[src/rtl/core/pnrg_pkg.sv]
// Shared constants, datapath op codes and control/status structs
// for the polar normal generator. No dependencies.
`default_nettype none
package pnrg_pkg;

   // sample format and derived widths
   localparam int FRAC_W   = 16;
   localparam int SAMPLE_W = FRAC_W + 4;
   localparam int PROD_W   = 66;
   localparam int S_SHIFT  = 58 - 2 * FRAC_W;
   localparam int S_W      = PROD_W - S_SHIFT;
   localparam int ROOT_W   = S_W / 2;
   localparam int SQC_W    = $clog2(ROOT_W);

   localparam logic [ROOT_W:0] SAT_NEG = (ROOT_W + 1)'(1) << (FRAC_W + 3);
   localparam logic [ROOT_W:0] SAT_POS = SAT_NEG - (ROOT_W + 1)'(1);
   localparam logic [SQC_W-1:0] SQ_LAST = SQC_W'(ROOT_W - 1);

   // generator constants
   localparam logic [31:0] LCG_MUL      = 32'd1103515245;
   localparam logic [31:0] LCG_ADD      = 32'd12345;
   localparam logic [31:0] SEED_RESET   = 32'd3;
   localparam logic [10:0] STRIDE_RESET = 11'd4;
   localparam logic [29:0] LN2_Q30      = 30'd744261118;
   localparam logic [3:0]  LOG_LAST     = 4'd11;
   localparam logic [4:0]  Z_BITS       = 5'd30;
   localparam logic [4:0]  R_BITS       = 5'd29;

   // register indexes
   localparam logic [1:0] CSR_SEED   = 2'd0;
   localparam logic [1:0] CSR_STRIDE = 2'd1;

   // datapath op codes
   localparam logic [4:0] OP_NONE       = 5'd0;
   localparam logic [4:0] OP_RELOAD     = 5'd1;
   localparam logic [4:0] OP_STEP1      = 5'd2;
   localparam logic [4:0] OP_STEP2      = 5'd3;
   localparam logic [4:0] OP_SQ         = 5'd4;
   localparam logic [4:0] OP_NORM_INIT  = 5'd5;
   localparam logic [4:0] OP_NORM_SHIFT = 5'd6;
   localparam logic [4:0] OP_ZDIV       = 5'd7;
   localparam logic [4:0] OP_ZCAP       = 5'd8;
   localparam logic [4:0] OP_Z2         = 5'd9;
   localparam logic [4:0] OP_SDIV       = 5'd10;
   localparam logic [4:0] OP_SACC       = 5'd11;
   localparam logic [4:0] OP_TMUL       = 5'd12;
   localparam logic [4:0] OP_LOG        = 5'd13;
   localparam logic [4:0] OP_RDIV       = 5'd14;
   localparam logic [4:0] OP_RCAP       = 5'd15;
   localparam logic [4:0] OP_MUL_LO     = 5'd16;
   localparam logic [4:0] OP_MUL_HI     = 5'd17;
   localparam logic [4:0] OP_SQ_INIT    = 5'd18;
   localparam logic [4:0] OP_SQ_STEP    = 5'd19;
   localparam logic [4:0] OP_RES        = 5'd20;
   localparam logic [4:0] OP_TAKE       = 5'd21;

   typedef struct packed {
      logic [4:0] op;
      logic       val_sel;   // 0: first value of pair, 1: second
      logic [3:0] term;      // log series term index
      logic       out_load;
      logic       base_adv;
   } pnrg_cmd_type;

   typedef struct packed {
      logic a_ok;
      logic norm_done;
      logic div_busy;
   } pnrg_sts_type;

endpackage
`default_nettype wire

[src/rtl/core/pnrg_ctrl.sv]
// Sequencer for the polar normal generator: handshakes, rejection loop,
// log series and per-value steps. Drives pnrg_dp through pnrg_pkg structs.
`default_nettype none
module pnrg_ctrl (
   input  wire logic                 clock,
   input  wire logic                 reset,
   input  wire logic                 req_valid,
   output logic                      req_stall,
   input  wire logic                 req_first_of_block,
   input  wire logic                 req_last_of_block,
   output logic                      rsp_valid,
   input  wire logic                 rsp_stall,
   input  wire pnrg_pkg::pnrg_sts_type sts,
   output pnrg_pkg::pnrg_cmd_type    cmd
);

   localparam logic [4:0] S_IDLE  = 5'd0;
   localparam logic [4:0] S_STEP1 = 5'd1;
   localparam logic [4:0] S_STEP2 = 5'd2;
   localparam logic [4:0] S_SQ    = 5'd3;
   localparam logic [4:0] S_CHECK = 5'd4;
   localparam logic [4:0] S_NORM  = 5'd5;
   localparam logic [4:0] S_ZDIV  = 5'd6;
   localparam logic [4:0] S_ZWAIT = 5'd7;
   localparam logic [4:0] S_Z2    = 5'd8;
   localparam logic [4:0] S_SDIV  = 5'd9;
   localparam logic [4:0] S_SWAIT = 5'd10;
   localparam logic [4:0] S_TMUL  = 5'd11;
   localparam logic [4:0] S_LOG   = 5'd12;
   localparam logic [4:0] S_RDIV  = 5'd13;
   localparam logic [4:0] S_RWAIT = 5'd14;
   localparam logic [4:0] S_MLO   = 5'd15;
   localparam logic [4:0] S_MHI   = 5'd16;
   localparam logic [4:0] S_SQI   = 5'd17;
   localparam logic [4:0] S_SQS   = 5'd18;
   localparam logic [4:0] S_RES   = 5'd19;
   localparam logic [4:0] S_DONE  = 5'd20;

   logic [4:0]                 state_ff, state_in;
   logic                       pending_ff, pending_in;
   logic                       last_ff, last_in;
   logic                       sel_ff, sel_in;
   logic [3:0]                 term_ff, term_in;
   logic [pnrg_pkg::SQC_W-1:0] sqc_ff, sqc_in;
   logic                       rsp_valid_ff, rsp_valid_in;
   logic                       accept;
   logic                       out_free;

   assign req_stall = (state_ff != S_IDLE);
   assign accept    = req_valid && (state_ff == S_IDLE);
   assign out_free  = !rsp_valid_ff || !rsp_stall;

   // next state and datapath command
   always_comb begin
      state_in     = state_ff;
      pending_in   = pending_ff;
      last_in      = last_ff;
      sel_in       = sel_ff;
      term_in      = term_ff;
      sqc_in       = sqc_ff;
      rsp_valid_in = rsp_valid_ff && rsp_stall;
      cmd          = '0;
      cmd.op       = pnrg_pkg::OP_NONE;
      cmd.val_sel  = sel_ff;
      cmd.term     = term_ff;
      case (state_ff)
         S_IDLE: begin
            if (accept) begin
               last_in = req_last_of_block;
               if (req_first_of_block) begin
                  cmd.op = pnrg_pkg::OP_RELOAD;
               end
               if (pending_ff && !req_first_of_block) begin
                  cmd.op     = pnrg_pkg::OP_TAKE;
                  pending_in = 1'b0;
                  state_in   = S_DONE;
               end else begin
                  pending_in = 1'b0;
                  state_in   = S_STEP1;
               end
            end
         end
         S_STEP1: begin
            cmd.op   = pnrg_pkg::OP_STEP1;
            state_in = S_STEP2;
         end
         S_STEP2: begin
            cmd.op   = pnrg_pkg::OP_STEP2;
            state_in = S_SQ;
         end
         S_SQ: begin
            cmd.op   = pnrg_pkg::OP_SQ;
            state_in = S_CHECK;
         end
         S_CHECK: begin
            if (sts.a_ok) begin
               cmd.op   = pnrg_pkg::OP_NORM_INIT;
               state_in = S_NORM;
            end else begin
               state_in = S_STEP1;
            end
         end
         S_NORM: begin
            if (sts.norm_done) begin
               state_in = S_ZDIV;
            end else begin
               cmd.op = pnrg_pkg::OP_NORM_SHIFT;
            end
         end
         S_ZDIV: begin
            cmd.op   = pnrg_pkg::OP_ZDIV;
            state_in = S_ZWAIT;
         end
         S_ZWAIT: begin
            if (!sts.div_busy) begin
               cmd.op   = pnrg_pkg::OP_ZCAP;
               state_in = S_Z2;
            end
         end
         S_Z2: begin
            cmd.op   = pnrg_pkg::OP_Z2;
            term_in  = '0;
            state_in = S_SDIV;
         end
         S_SDIV: begin
            cmd.op   = pnrg_pkg::OP_SDIV;
            state_in = S_SWAIT;
         end
         S_SWAIT: begin
            if (!sts.div_busy) begin
               cmd.op   = pnrg_pkg::OP_SACC;
               state_in = S_TMUL;
            end
         end
         S_TMUL: begin
            cmd.op = pnrg_pkg::OP_TMUL;
            if (term_ff == pnrg_pkg::LOG_LAST) begin
               state_in = S_LOG;
            end else begin
               term_in  = term_ff + 4'd1;
               state_in = S_SDIV;
            end
         end
         S_LOG: begin
            cmd.op   = pnrg_pkg::OP_LOG;
            sel_in   = 1'b0;
            state_in = S_RDIV;
         end
         S_RDIV: begin
            cmd.op   = pnrg_pkg::OP_RDIV;
            state_in = S_RWAIT;
         end
         S_RWAIT: begin
            if (!sts.div_busy) begin
               cmd.op   = pnrg_pkg::OP_RCAP;
               state_in = S_MLO;
            end
         end
         S_MLO: begin
            cmd.op   = pnrg_pkg::OP_MUL_LO;
            state_in = S_MHI;
         end
         S_MHI: begin
            cmd.op   = pnrg_pkg::OP_MUL_HI;
            state_in = S_SQI;
         end
         S_SQI: begin
            cmd.op   = pnrg_pkg::OP_SQ_INIT;
            sqc_in   = '0;
            state_in = S_SQS;
         end
         S_SQS: begin
            cmd.op = pnrg_pkg::OP_SQ_STEP;
            sqc_in = sqc_ff + 1'b1;
            if (sqc_ff == pnrg_pkg::SQ_LAST) begin
               state_in = S_RES;
            end
         end
         S_RES: begin
            cmd.op = pnrg_pkg::OP_RES;
            if (!sel_ff) begin
               sel_in   = 1'b1;
               state_in = S_RDIV;
            end else begin
               pending_in = 1'b1;
               state_in   = S_DONE;
            end
         end
         S_DONE: begin
            if (out_free) begin
               cmd.out_load = 1'b1;
               cmd.base_adv = last_ff;
               rsp_valid_in = 1'b1;
               state_in     = S_IDLE;
            end
         end
         default: begin
            state_in = S_IDLE;
         end
      endcase
   end

   always_ff @(posedge clock) begin
      if (reset) begin
         state_ff     <= S_IDLE;
         pending_ff   <= 1'b0;
         rsp_valid_ff <= 1'b0;
      end else begin
         state_ff     <= state_in;
         pending_ff   <= pending_in;
         rsp_valid_ff <= rsp_valid_in;
      end
      last_ff <= last_in;
      sel_ff  <= sel_in;
      term_ff <= term_in;
      sqc_ff  <= sqc_in;
   end

   assign rsp_valid = rsp_valid_ff;

endmodule
`default_nettype wire

[config.mk]
export PLATFORM = sky130hd
export DESIGN_NAME = pnrg_ctrl
export DESIGN_NICKNAME = d
export VERILOG_FILES = /design/src/rtl/core/pnrg_pkg.sv /design/src/rtl/core/pnrg_ctrl.sv
export SDC_FILE = /design/constraint.sdc
export NUM_CORES = 1
export LEC_CHECK = 0
export ABC_AREA = 1
export BUFFER_PORTS_ARGS = -buffer_cell sky130_fd_sc_hd__buf_2
export CORE_AREA = 2 2 57 54
export DETAILED_ROUTE_END_ITERATION = 8
export DIE_AREA = 0 0 59 56
export GPL_TIMING_DRIVEN = 0
export PLACE_DENSITY = 0.7
export SETUP_SLACK_MARGIN = 0.3
export SYNTH_ARGS = -nofsm -noshare
export SYNTH_HDL_FRONTEND = slang
export SYNTH_SLANG_ARGS = --single-unit
[constraint.sdc]
create_clock -name clock -period 1.9 [get_ports clock]
set_clock_uncertainty 0.15 [all_clocks]
set_input_delay 0.38 -clock clock [delete_from_list [all_inputs] [get_ports clock]]
set_output_delay 0.38 -clock clock [all_outputs]
set_load 0.005 [all_outputs]
==> results <==
- Setup repair after global routing could not meet its margin everywhere.
- The worst voltage drop across the vdd grid is 0.000865 V.
- The initialized floorplan defines 18 standard-cell rows.
- Counting the buffers created by CTS gives 3.
- The worst-path maximum fanout is 5.
- The run finished, with violations left.
- The portion of the clock cycle consumed by the worst path in the final layout is 117%.
- The sequential cells in the finished layout cover a total of 487 sq um.
- The die outline height is 56 um.
- Summed over all nets, the half-perimeter wirelength after detailed placement is 2680 um.
- The share of the Yosys chip area taken by registers is 36.2%.
- The endpoint identified for the worst register-to-register timing path is state_ff[1]$_SDFFE_PP0P_.
- The number of inserted filler cells in the final layout is 204.
- The register-to-register path setup slack is 130 ps.
- The depth of the worst hold-timing path is 1.
- The detail-routed via count per cell is 5.71.
- Wires add up to 4170 um.
- The count of warnings emitted by yosys is 0.
- For this design, the CTS-stage hold fixing added 0 buffers.
- STA puts the critical path data arrival time at 1680 ps.
- In this run the cell area measured after placement is 1530 sq um.
- Synthesis inferred 18 register bits.
- Once detail routing completed, the nets flagged for antenna violations numbered 0.
- The wire length of the first global-routing pass is 6080 um.
- The total count of max-transition violations in the final report is 0.
- The DRC violations left is 0.
- The number of iterations in the first detailed-routing pass is 5.
- The maximum number of buffers from clock root to sink is 2.
- The category of the worst setup path capture point is an output port.
- The top-level I/O count is 23.
- The critical path is of the flip-flop to output port type.
- Summed over all layers, the global routing overflow is 0.
- The area growth from synthesis to layout is 52.8%.
- The checks that failed: negative setup slack.
- The congestion estimate from routability-driven global placement came to 0.887.
- Timing analysis after detailed placement gives a worst setup slack of -58.9 ps.
- The count of final setup violators is 7.
- The routed design could run at a clock period as short as 2210 ps.
- In this run the tool buffered the top-level ports with 22 buffer cells.
- The mapped netlist covers 1300 sq um.
- TritonCTS built the clock tree.
- Clock-pin slew was measured on the worst setup and hold paths at 120 ps.
- The multi-input gate area in the final layout is 941 sq um.
- The worst hold path terminates at last_ff$_DFFE_PP_.
- The number of distinct library cell variants in the gate-level netlist after synthesis is 23.
- Across all hold checks on the routed design, the worst slack comes to 94.4 ps.
- The sum of buffers and inverters on the critical path is 3.
- Broken down by cell family, the worst path's largest delay share belongs to simple AND/OR/NAND/NOR gates.
- The floorplan step defined a die boundary enclosing 3300 sq um.
- Clock latency on the worst-skew pair, taken at its later pin, is 310 ps.
- In the final layout, the share of cells above drive strength 1 is 49.2%.
- The share of synthesized registers carrying an async set or reset is 0%.
- Across the run, the number of max-cap violations was 0.
- Leaving out fill and tap cells, the most frequent cell in the layout is sky130_fd_sc_hd__nor2_1.
- The final design instance area without fill is 1990 sq um.
- In this run the power density over the cells is 870 nW/um^2.
- The per-instance average area after synthesis is 6.67 sq um.
- The initial core utilization is 48.9%.
- In this run the horizontal extent of the chip is 59 um.
- Once routing completed, OpenROAD measured the worst setup slack at -314 ps.
- The normalized max-slew margin is 83.1%.
- The transition time at the pin with the least slew margin is 251 ps.
- The TritonCTS sink count is 18.
- The detailed router finished its first iteration with 92 violations.
- The instance count of the mapped netlist is 195.
- The number of global-route vias before repair came to 1385.
- The number of antenna violations at the first check in global routing is 0.
- The startpoint of the worst setup timing path is state_ff[2]$_SDFFE_PP0P_.
- The final standard cell count with taps included and fillers excluded is 276.
- The H-tree depth reported by CTS is 1.
- In this design, the stage delay of the slowest critical-path cell is 420 ps.
- The fraction of synthesized cell area taken by the top area cell type is 25.4%.
- STA puts the critical path data required time at 1370 ps.
- Static timing analysis puts the maximum clock frequency at 452 MHz.
- The number of nets in the finished design is 258.
- STA classifies the critical path startpoint as a flip-flop.
- The launch instance of the worst register-to-register path is state_ff[3]$_SDFFE_PP0P_.
- The highest-delay cell along the critical path is sky130_fd_sc_hd__dfxtp_4.
- After synthesis, the cell types taking the most area are sky130_fd_sc_hd__edfxtp_1 25%, sky130_fd_sc_hd__nand2_1 12%, sky130_fd_sc_hd__dfxtp_1 11%, sky130_fd_sc_hd__nor2_1 11%, sky130_fd_sc_hd__nand3_1 6.9%.
- The global routing usage summed across all routing layers is 23.9%.
- The analysis attributes to cell leakage a power of 0.926 nW.
- The critical path goes through nand2_4 > nor2_4 > inv_2 > nor4_4 > buf_4 > nor3_2 > nand4_1 > buf_2.
- The worst hold path begins at req_last_of_block.
- The final count of hold timing violations is 0.
- The area of the core is 2660 sq um.
- Across all layers, the routed design uses 1576 vias.
- The number of nets in the synthesized netlist is 206.
- Overall power consumption after layout is estimated at 1.73 mW.
- The worst hold path class is input pin to flip-flop.
- The cell accounting for the most synthesized area is sky130_fd_sc_hd__edfxtp_1.
- The predominant post-synthesis flop cell is sky130_fd_sc_hd__edfxtp_1.
- The CTS root buffer is sky130_fd_sc_hd__clkbuf_4.
- Entering global routing, the biggest net connects 11 pins.
- The worst reg2reg path depth is 10.
- In the final routed layout, each cell accounts on average for 15.1 um.
- In this run, placement finished with an instance count of 247.
- The number of diodes is 0.
- Yosys mapped a number of flops with a built-in enable equal to 11.
- The top cell types in the final layout, fill and taps aside, are 30 x sky130_fd_sc_hd__nor2_1, 27 x sky130_fd_sc_hd__nand2_1, 21 x sky130_fd_sc_hd__buf_2, 19 x sky130_fd_sc_hd__inv_1, 18 x sky130_fd_sc_hd__buf_4.
## where the power goes
group / leakage (nW) / switching [mW] / internal (mW) / total, mW
combinational: 0.761 / 0.543 / 0.396 / 0.939
clock: 0.0210 / 0.140 / 0.117 / 0.257
sequential: 0.144 / 0.0780 / 0.454 / 0.532
## worst reg2reg max path, stage by stage, from the launching register on
cell and delay [ps]:
sky130_fd_sc_hd__dfxtp_4 390, sky130_fd_sc_hd__buf_6 130, sky130_fd_sc_hd__buf_6 120, sky130_fd_sc_hd__nor2_4 160, sky130_fd_sc_hd__buf_12 150, sky130_fd_sc_hd__nand3_4 120, sky130_fd_sc_hd__nor2_4 130, sky130_fd_sc_hd__nor2_1 80
sky130_fd_sc_hd__nand3_2 90, sky130_fd_sc_hd__nand2_1 80, sky130_fd_sc_hd__a21oi_2 130
## synthesized netlist by cell type (2+ instances only)
cell type,count
sky130_fd_sc_hd__nand2_1,41
sky130_fd_sc_hd__nor2_1,37
sky130_fd_sc_hd__inv_1,23
sky130_fd_sc_hd__nand3_1,18
sky130_fd_sc_hd__a21oi_1,11
sky130_fd_sc_hd__edfxtp_1,11
sky130_fd_sc_hd__nand4_1,8
sky130_fd_sc_hd__dfxtp_1,7
sky130_fd_sc_hd__nor2_2,7
sky130_fd_sc_hd__inv_2,5
sky130_fd_sc_hd__nor3_1,5
sky130_fd_sc_hd__o21ai_0,4
sky130_fd_sc_hd__nand3_2,3
sky130_fd_sc_hd__or2_2,3
sky130_fd_sc_hd__ha_1,2
sky130_fd_sc_hd__nor3b_1,2
sky130_fd_sc_hd__xnor2_1,2
## registers in the layout, indices dropped and copies added (netlist names)
name / cells
pending_ff: 1
sqc_ff: 5
term_ff: 4
rsp_valid: 1
state_ff: 5
sel_ff: 1
last_ff: 1
## layout make-up
type	count	share of cell area, %
flip-flops and latches	18	24.5
well taps	30	1.89
multi-input cells	146	47.4
plain buffers	3	1.64
clock buffers	4	1.83
repair buffers	47	17.3
inverters	28	5.54
## metal layers
layer | vias up | wire length, um | GRT usage [%]
li1 | 740 | - | -
met1 | 740 | 1750 | 30.6
met2 | 79 | 2020 | 38.4
met3 | 17 | 272 | 4.19
met4 | 0 | 131 | 10.7
met5 | - | 0 | 0
## kinds of logic (layout without fill, tap and decap cells)
group	count (synthesis)	count (layout)	share of synthesized area (%)
AO/OA/AOI/OAI	16	16	6.26
XOR/XNOR	2	2	1.35
adder cells (fa/ha/maj)	2	2	1.92
buffers and inverters	31	82	9.34
flip-flops	18	18	36.2
AND/OR/NAND/NOR	126	126	44.9
## how the worst max path moves through the flow
stage,cells past startpoint,end,slack [ps]
6_report,8,cmd[9],-310
5_1_grt,8,cmd[9],-360
4_1_cts,7,cmd[9],-290
3_5_place_dp,9,cmd[9],-60
3_3_place_gp,9,cmd[9],-9
2_1_floorplan,6,cmd[7],290
## metrics by stage
| stage | TNS (ps) | utilization, % |
|---|---|---|
| 3_5_place_dp | -58.9 | 57.4 |
| 6_report | -1360 | 74.8 |
| 5_1_grt | -1730 | 74.8 |
| 3_3_place_gp | -9.33 | 57.4 |
| 2_1_floorplan | 0 | - |
| 4_1_cts | -1120 | 67.6 |
## what timing repair did
item	4_1_cts	5_1_grt
endpoints found under the setup margin	22	21
pin swaps	13	16
gates resized for setup	36	25
setup buffers	14	11
Power figures use the tool's default switching activity.
